`src/sv/m2es_pkg.sv`:
```
// Shared types and constants for the MPEG-2 elementary stream header scanner.
// Holds the channel payload structs, start code values and the frame rate tables.
// No dependencies.
`timescale 1ns / 1ps
`default_nettype none

package m2es_pkg;

	// start code ids and prefix
	localparam logic [23:0] START_PREFIX = 24'h000001;
	localparam logic [23:0] RECENT_IDLE  = 24'hFFFFFF;
	localparam logic [7:0]  ID_SEQ_HDR   = 8'hB3;
	localparam logic [7:0]  ID_SEQ_EXT   = 8'hB5;
	localparam logic [7:0]  ID_PICTURE   = 8'h00;
	localparam logic [3:0]  EXT_ID_SEQ   = 4'h1;

	// header being gathered
	localparam logic [1:0] KIND_NONE = 2'd0;
	localparam logic [1:0] KIND_SEQ  = 2'd1;
	localparam logic [1:0] KIND_EXT  = 2'd2;
	localparam logic [1:0] KIND_PIC  = 2'd3;

	// bytes after the id that complete each header
	localparam logic [2:0] LEN_SEQ = 3'd7;
	localparam logic [2:0] LEN_EXT = 3'd4;
	localparam logic [2:0] LEN_PIC = 3'd2;

	localparam logic [38:0] RATE_UNIT = 39'd400;

	typedef struct packed {
		logic [7:0] data_byte;
		logic       last_byte;
	} byte_item_t;

	typedef struct packed {
		logic        seq_header_seen;
		logic        seq_ext_seen;
		logic        picture_seen;
		logic [11:0] frame_width;
		logic [11:0] frame_height;
		logic [38:0] bit_rate;
		logic [15:0] rate_numerator;
		logic [9:0]  rate_denominator;
		logic [2:0]  picture_type;
	} hdr_item_t;

	// raw values captured when a result is due
	typedef struct packed {
		logic [2:0]  seen;
		logic [11:0] width;
		logic [11:0] height;
		logic [17:0] rate_base;
		logic [11:0] rate_ext;
		logic [3:0]  rate_code;
		logic [2:0]  coding_type;
	} raw_result_t;

	function automatic logic [15:0] rate_num(input logic [3:0] code);
		logic [15:0] v;
		unique case (code)
			4'd1:    v = 16'd24000;
			4'd2:    v = 16'd24;
			4'd3:    v = 16'd25;
			4'd4:    v = 16'd30000;
			4'd5:    v = 16'd30;
			4'd6:    v = 16'd50;
			4'd7:    v = 16'd60000;
			4'd8:    v = 16'd60;
			default: v = 16'd0;
		endcase
		return v;
	endfunction

	function automatic logic [9:0] rate_den(input logic [3:0] code);
		logic [9:0] v;
		unique case (code)
			4'd1, 4'd4, 4'd7:             v = 10'd1001;
			4'd2, 4'd3, 4'd5, 4'd6, 4'd8: v = 10'd1;
			default:                      v = 10'd0;
		endcase
		return v;
	endfunction

endpackage

`default_nettype wire

```
`src/sv/mpeg2_es_header_scanner.sv`:
```
// MPEG-2 video elementary stream header scanner, top level.
// Depends on m2es_pkg for payload structs, start codes and frame rate tables.
//
// Usage:
//   byte channel (byte_valid/byte_ready/byte_data): one stream byte per transfer,
//   with last_byte marking the final byte of a buffer.
//   hdr channel (hdr_valid/hdr_ready/hdr_data): one summary per buffer, given as
//   soon as a sequence header, a sequence extension and a picture header were all
//   found, or at the buffer's last byte otherwise. Bytes after an early summary
//   are skipped up to the last byte; the last byte always clears the scan state.
// Throughput: one byte per clock unless stalled; the scan state updates in the
//   cycle of the transfer, so every byte enters straight behind the one before.
// Path: a summary enters stage 1 at the transfer of the byte that causes it and
//   moves on to the output register once that is empty or being read; frame rate
//   lookup and the bit rate multiply by 400 sit in that second stage.
// Stall: a summary waits in stage 1 while hdr_valid is high and hdr_ready low;
//   byte_ready drops only when stage 1 holds a summary that cannot move on.
//   While it is low no byte is taken, whether or not it would complete a summary.
// Reset: arst_n clears the scan state and empties both stages.
`timescale 1ns / 1ps
`default_nettype none

module mpeg2_es_header_scanner (
	input  wire                   clk,
	input  wire                   arst_n,
	input  wire                   byte_valid,
	output logic                  byte_ready,
	input  m2es_pkg::byte_item_t  byte_data,
	output logic                  hdr_valid,
	input  wire                   hdr_ready,
	output m2es_pkg::hdr_item_t   hdr_data
);

	// scan state
	logic [23:0] recent_q;
	logic [1:0]  kind_q;
	logic [2:0]  count_q;
	logic [55:0] field_q;
	logic [11:0] width_q;
	logic [11:0] height_q;
	logic [17:0] base_q;
	logic [11:0] ext_q;
	logic [3:0]  code_q;
	logic [2:0]  ctype_q;
	logic [2:0]  seen_q;
	logic        reported_q;

	logic [23:0] recent_d;
	logic [1:0]  kind_d;
	logic [2:0]  count_d;
	logic [55:0] field_d;
	logic [11:0] width_d;
	logic [11:0] height_d;
	logic [17:0] base_d;
	logic [11:0] ext_d;
	logic [3:0]  code_d;
	logic [2:0]  ctype_d;
	logic [2:0]  seen_d;
	logic        emit;

	logic [55:0] field_sh;
	logic [2:0]  count_inc;

	logic                  res_valid_s1;
	m2es_pkg::raw_result_t res_s1;
	logic                  s1_move;
	logic                  byte_xfer;
	logic [29:0]           rate_full;
	logic [38:0]           rate_scaled;

	assign s1_move   = res_valid_s1 && (!hdr_valid || hdr_ready);
	assign byte_ready = !res_valid_s1 || s1_move;
	assign byte_xfer = byte_valid && byte_ready;

	assign field_sh  = {field_q[47:0], byte_data.data_byte};
	assign count_inc = count_q + 3'd1;

	// parse one byte
	always_comb begin
		recent_d = {recent_q[15:0], byte_data.data_byte};
		kind_d   = kind_q;
		count_d  = count_q;
		field_d  = field_q;
		width_d  = width_q;
		height_d = height_q;
		base_d   = base_q;
		ext_d    = ext_q;
		code_d   = code_q;
		ctype_d  = ctype_q;
		seen_d   = seen_q;
		if (recent_q == m2es_pkg::START_PREFIX) begin
			count_d = 3'd0;
			field_d = '0;
			priority if (byte_data.data_byte == m2es_pkg::ID_SEQ_HDR) begin
				kind_d = m2es_pkg::KIND_SEQ;
			end else if (byte_data.data_byte == m2es_pkg::ID_SEQ_EXT) begin
				kind_d = m2es_pkg::KIND_EXT;
			end else if (byte_data.data_byte == m2es_pkg::ID_PICTURE) begin
				kind_d = m2es_pkg::KIND_PIC;
			end else begin
				kind_d = m2es_pkg::KIND_NONE;
			end
		end else if (kind_q != m2es_pkg::KIND_NONE) begin
			field_d = field_sh;
			count_d = count_inc;
			if (kind_q == m2es_pkg::KIND_SEQ && count_inc == m2es_pkg::LEN_SEQ) begin
				width_d   = field_sh[55:44];
				height_d  = field_sh[43:32];
				code_d    = field_sh[27:24];
				base_d    = field_sh[23:6];
				seen_d[0] = 1'b1;
				kind_d    = m2es_pkg::KIND_NONE;
			end else if (kind_q == m2es_pkg::KIND_EXT && count_inc == m2es_pkg::LEN_EXT) begin
				if (field_sh[31:28] == m2es_pkg::EXT_ID_SEQ) begin
					ext_d     = field_sh[12:1];
					seen_d[1] = 1'b1;
				end
				kind_d = m2es_pkg::KIND_NONE;
			end else if (kind_q == m2es_pkg::KIND_PIC && count_inc == m2es_pkg::LEN_PIC) begin
				ctype_d   = field_sh[5:3];
				seen_d[2] = 1'b1;
				kind_d    = m2es_pkg::KIND_NONE;
			end
		end
		emit = !reported_q && ((seen_d == 3'b111) || byte_data.last_byte);
	end

	always_ff @(posedge clk or negedge arst_n) begin
		if (!arst_n) begin
			recent_q   <= m2es_pkg::RECENT_IDLE;
			kind_q     <= m2es_pkg::KIND_NONE;
			count_q    <= '0;
			field_q    <= '0;
			width_q    <= '0;
			height_q   <= '0;
			base_q     <= '0;
			ext_q      <= '0;
			code_q     <= '0;
			ctype_q    <= '0;
			seen_q     <= '0;
			reported_q <= 1'b0;
		end else if (byte_xfer) begin
			if (byte_data.last_byte) begin
				// end of buffer: start over
				recent_q   <= m2es_pkg::RECENT_IDLE;
				kind_q     <= m2es_pkg::KIND_NONE;
				count_q    <= '0;
				field_q    <= '0;
				width_q    <= '0;
				height_q   <= '0;
				base_q     <= '0;
				ext_q      <= '0;
				code_q     <= '0;
				ctype_q    <= '0;
				seen_q     <= '0;
				reported_q <= 1'b0;
			end else if (!reported_q) begin
				recent_q   <= recent_d;
				kind_q     <= kind_d;
				count_q    <= count_d;
				field_q    <= field_d;
				width_q    <= width_d;
				height_q   <= height_d;
				base_q     <= base_d;
				ext_q      <= ext_d;
				code_q     <= code_d;
				ctype_q    <= ctype_d;
				seen_q     <= seen_d;
				reported_q <= emit;
			end
		end
	end

	// stage 1: raw summary
	always_ff @(posedge clk or negedge arst_n) begin
		if (!arst_n) begin
			res_valid_s1 <= 1'b0;
		end else if (byte_xfer) begin
			res_valid_s1 <= emit;
		end else if (s1_move) begin
			res_valid_s1 <= 1'b0;
		end
	end

	always_ff @(posedge clk) begin
		if (byte_xfer && emit) begin
			res_s1.seen        <= seen_d;
			res_s1.width       <= width_d;
			res_s1.height      <= height_d;
			res_s1.rate_base   <= base_d;
			res_s1.rate_ext    <= ext_d;
			res_s1.rate_code   <= code_d;
			res_s1.coding_type <= ctype_d;
		end
	end

	// stage 2: scale bit rate, look up frame rate
	assign rate_full   = {res_s1.rate_ext, res_s1.rate_base};
	assign rate_scaled = {9'd0, rate_full} * m2es_pkg::RATE_UNIT;

	always_ff @(posedge clk or negedge arst_n) begin
		if (!arst_n) begin
			hdr_valid <= 1'b0;
		end else if (s1_move) begin
			hdr_valid <= 1'b1;
		end else if (hdr_ready) begin
			hdr_valid <= 1'b0;
		end
	end

	always_ff @(posedge clk) begin
		if (s1_move) begin
			hdr_data.seq_header_seen  <= res_s1.seen[0];
			hdr_data.seq_ext_seen     <= res_s1.seen[1];
			hdr_data.picture_seen     <= res_s1.seen[2];
			hdr_data.frame_width      <= res_s1.width;
			hdr_data.frame_height     <= res_s1.height;
			hdr_data.bit_rate         <= (res_s1.seen[0] && res_s1.seen[1]) ?
				rate_scaled : {21'd0, res_s1.rate_base};
			hdr_data.rate_numerator   <= m2es_pkg::rate_num(res_s1.rate_code);
			hdr_data.rate_denominator <= m2es_pkg::rate_den(res_s1.rate_code);
			hdr_data.picture_type     <= res_s1.coding_type;
		end
	end

endmodule

`default_nettype wire

```
`config.mk`:
```
export PLATFORM = sky130hd
export DESIGN_NAME = mpeg2_es_header_scanner
export DESIGN_NICKNAME = d
export VERILOG_FILES = /design/src/sv/m2es_pkg.sv /design/src/sv/mpeg2_es_header_scanner.sv
export SDC_FILE = /design/constraint.sdc
export NUM_CORES = 1
export LEC_CHECK = 0
export BUFFER_PORTS_ARGS = -buffer_cell sky130_fd_sc_hd__buf_2
export CAP_MARGIN = 20
export CELL_PAD_IN_SITES_DETAIL_PLACEMENT = 1
export CELL_PAD_IN_SITES_GLOBAL_PLACEMENT = 2
export CORE_ASPECT_RATIO = 0.75
export CORE_MARGIN = 2
export CORE_UTILIZATION = 41
export CTS_CLUSTER_DIAMETER = 120
export DETAILED_ROUTE_END_ITERATION = 16
export GPL_TIMING_DRIVEN = 1
export HOLD_SLACK_MARGIN = 0.15
export PLACE_DENSITY = 0.91
export SYNTH_ARGS = -nofsm -noshare
export SYNTH_HDL_FRONTEND = slang
export SYNTH_SLANG_ARGS = --single-unit
```
`constraint.sdc`:
```
create_clock -name clk -period 11.75 [get_ports clk]
set_clock_uncertainty 0.15 [all_clocks]
set_input_delay 1.7625 -clock clk [delete_from_list [all_inputs] [get_ports clk]]
set_output_delay 1.7625 -clock clk [all_outputs]
set_load 0.005 [all_outputs]
```
==> results_dict.tcl <==
set metrics [dict create \
    ir_drop_worst_case_vdd_mv 0.109 \
    worst_path_largest_cell_delay_ns 0.70 \
    die-width_um 223 \
    layout_common_cells "221 x nand2_1, 146 x edfxtp_1, 123 x inv_1, 120 x dfrtp_1, 105 x buf_2" \
    floorplan.initialDensity 0.414 \
    pwr-share-clk 0.404 \
    finalCriticalPeriod_ns 4.41 \
    crit_slowest_cell "nor2_4" \
    setup_viol 0 \
    intPower_mw 1.85 \
    rsz0062_at_grt "false" \
    via_count_of_the_first_global_routing_pass 10700 \
    max_freq_ghz 0.227 \
    hold_slack_ns 0.255 \
    power.share.sequential 0.465 \
    critical_path_class "flip-flop to flip-flop" \
    ys_seq_area_frac 0.543 \
    required_ns 11.79 \
    cts_tree "yes" \
    power_switching_share 0.261 \
    post_cts_hold_buffer_count 0 \
    grt_pass1_wl_um 58000 \
    clk_pin_slew_ns 0.06 \
    crit_fanout 36 \
    timing.hold.worst.class "flip-flop to flip-flop" \
    fin_crit_sh 0.375 \
    finalHoldViolCount 0 \
    post_cts_setup_buffers 0 \
    maximum_number_of_pins_on_one_net_before_global_route_repair 100 \
    maxSlewHeadroom 0.341 \
    io_pins 110 \
    syn-instance-count 1312 \
    critical_path_buf_inv_count 2 \
    cp-start-kind "flip-flop" \
    fp.dieArea_um2 37600 \
    post_synth_instance_area_um2 14800 \
    maxCapViolCount 0 \
    cts-root-to-sink-buffers 3 \
    place_hpwl_um 24300 \
    drive_gt1_frac 0.146 \
    detailedRoute.firstIterationViolations 626 \
    asyncSetResetFlopFracSynth 0.497 \
    drt_pre_antenna_iters 4 \
    root_buffer "clkbuf_16" \
    ys_dominant_reg_cell "edfxtp_1" \
    drt-wirelength-per-cell_um 18.6 \
    max_slew.worst_pin.slew_ns 0.989 \
    switching_power_mw 0.651 \
    vias_per_cell 5.30 \
    route.final.wire_length_um 35100 \
    port_buffers 106 \
    cts_resized 0 \
    worst_skew_pair.late_latency_ns 0.57 \
    cellLeakagePower_nw 7.70 \
    nFillCells 3814 \
    timing.critical_path.cells "ha_1, xnor2_1, nor3b_1, nand4_1, inv_2, a22o_1, a21oi_1, nor2_4, buf_4" \
    yosys_warnings 0 \
    setup_tns_ns 0 \
    placeableCoreArea_um2 35700 \
    p_per_area_nw_per_um2 149 \
    endpoint_kind "flip-flop" \
    synth_cell_types 63 \
    nets 1541 \
    cts_max_level 1 \
    global_placer_s_final_weighted_congestion 0.837 \
    ys_seq_elements 290 \
    cp.arrival_ns 4.45 \
    via_count 10000 \
    seqCellArea_um2 8020 \
    area_delta_synth_final_pct 13.5 \
    die_height_um 168 \
    postSynthAreaPerCell_um2 11.3 \
    remaining_number_of_nets_flagged_by_the_antenna_check_after_routing 0 \
    number_of_antenna_violations_at_the_first_check_in_global_routing 0 \
    finalMaxSlewViolations 0 \
    layout_commonest_cell "nand2_1" \
    drcViolationCount 0 \
    top_delay_family_on_crit_path "simple AND/OR/NAND/NOR gates" \
    multiInputGateArea_um2 6020 \
    grt_usage 0.191 \
    pwr-share-comb 0.130 \
    diodes 0 \
    rows 60 \
    status "finished clean" \
    grt_overflow_total 0 \
    synth_edf_count 146 \
    numCtsBuffers 31 \
    number_of_sinks_driven_by_the_clock_tree 290 \
]
-- through the flow --
step | std cells | total power, mW | utilization | setup slack, ns | cell area, µm²
CTS | 1887 | 2.52 | 0.470 | 7.29 | 16800
detailed placement | 1830 | 1.51 | 0.440 | 7.33 | 15700
floorplan | 1314 | 1.40 | - | 5.98 | 14800
finish | 1888 | 2.50 | 0.470 | 7.34 | 16800
global route | 1888 | 2.61 | 0.470 | 6.98 | 16800
global placement | 1830 | 1.49 | 0.440 | 7.44 | 15700
-- logic make-up after synthesis --
kind of cell               share of synthesized area
and+or+nand+nor                                0.114
DFF                                            0.543
AOI/OAI and AO/OA                              0.107
buffers and inverters                         0.0529
adders and majority gates                      0.122
muxes                                         0.0457
xor gates and xnor gates                      0.0154
other                                       0.000254
-- registers in the layout (all words and copies together) (netlist names) --
| register | flops |
|---|---|
| hdr_valid | 1 |
| res_s1 | 34 |
| recent_q | 24 |
| ctype_q | 3 |
| height_q | 12 |
| hdr_data | 82 |
| code_q | 4 |
| reported_q | 1 |
| field_q | 48 |
| ext_q | 12 |
| seen_q | 3 |
| rate_full | 30 |
| kind_q | 2 |
| res_valid_s1 | 1 |
| count_q | 3 |
| base_q | 18 |
| width_q | 12 |
-- layer usage --
layer / part of all wire / vias up / track usage
met5: 0 / - / 0
li1: - / 4697 / -
met2: 0.47 / 170 / 0.311
met1: 0.48 / 5099 / 0.275
met3: 0.035 / 46 / 0.0264
met4: 0.019 / 0 / 0.0388
-- path summary, 6_finish.rpt --
check                                endpoint        from  depth (start not counted)  slack (ns)
worst max-delay path            rate_full[28]  count_q[0]                          9        7.34
worst min-delay path             hdr_data[81]  res_s1[50]                          0        0.25
worst max register to register  rate_full[28]  count_q[0]                          9        7.34
worst min register to register   hdr_data[81]  res_s1[50]                          0        0.25
max in group asynchronous         field_q[30]      arst_n                          2        9.05
min in group asynchronous           hdr_valid      arst_n                          1        1.11
-- power groups by stage --
stage                     combinational (mW)  clock (mW)  sequential [mW]
after CTS                              0.329        1.03             1.16
after global placement                 0.316           0             1.18
after detailed placement               0.326           0             1.18
final                                  0.326        1.01             1.16
after global routing                   0.370        1.07             1.17
after floorplan                        0.222           0             1.17
-- cells in the mapped netlist (all sizes together) (2+ instances only) --
master / instances / area (µm²)
or3: 3 / 18.8
nor2b: 7 / 51.3
clkbuf: 39 / 146
nand4: 7 / 43.8
nor3: 6 / 35.0
a22o: 62 / 543
ha: 104 / 1300
edfxtp: 146 / 4380
a211oi: 2 / 15.0
and2: 11 / 68.8
xnor2: 13 / 114
a21oi: 42 / 225
or2: 2 / 12.5
o21a: 9 / 67.6
o21ba: 2 / 20.0
o21ai: 87 / 439
xor2: 13 / 114
or4b: 2 / 20.0
o211ai: 2 / 15.0
inv: 124 / 465
nand2b: 10 / 62.6
nor4b: 2 / 17.5
a31oi: 6 / 37.5
buf: 28 / 170
nor3b: 4 / 30.0
nor4: 9 / 56.3
mux2: 57 / 646
mux2i: 3 / 30.0
nand3b: 3 / 22.5
a21o: 11 / 82.6
and3: 5 / 31.3
a21boi: 2 / 15.0
nor2: 49 / 184
dfrtp: 120 / 3000
fa: 25 / 500
o21bai: 9 / 67.6
nand2: 222 / 833
nand3: 29 / 145
dfstp: 24 / 631
-- layout make-up --
| type | instances | area share |
|---|---|---|
| well taps | 465 | 0.0347 |
| repair buffers | 119 | 0.0381 |
| clock buffers | 35 | 0.0478 |
| inverters | 124 | 0.0278 |
| flip-flops and latches | 290 | 0.478 |
| clock inverters | 22 | 0.0148 |
| multi-input cells | 833 | 0.359 |
Power figures use the tool's default switching activity.
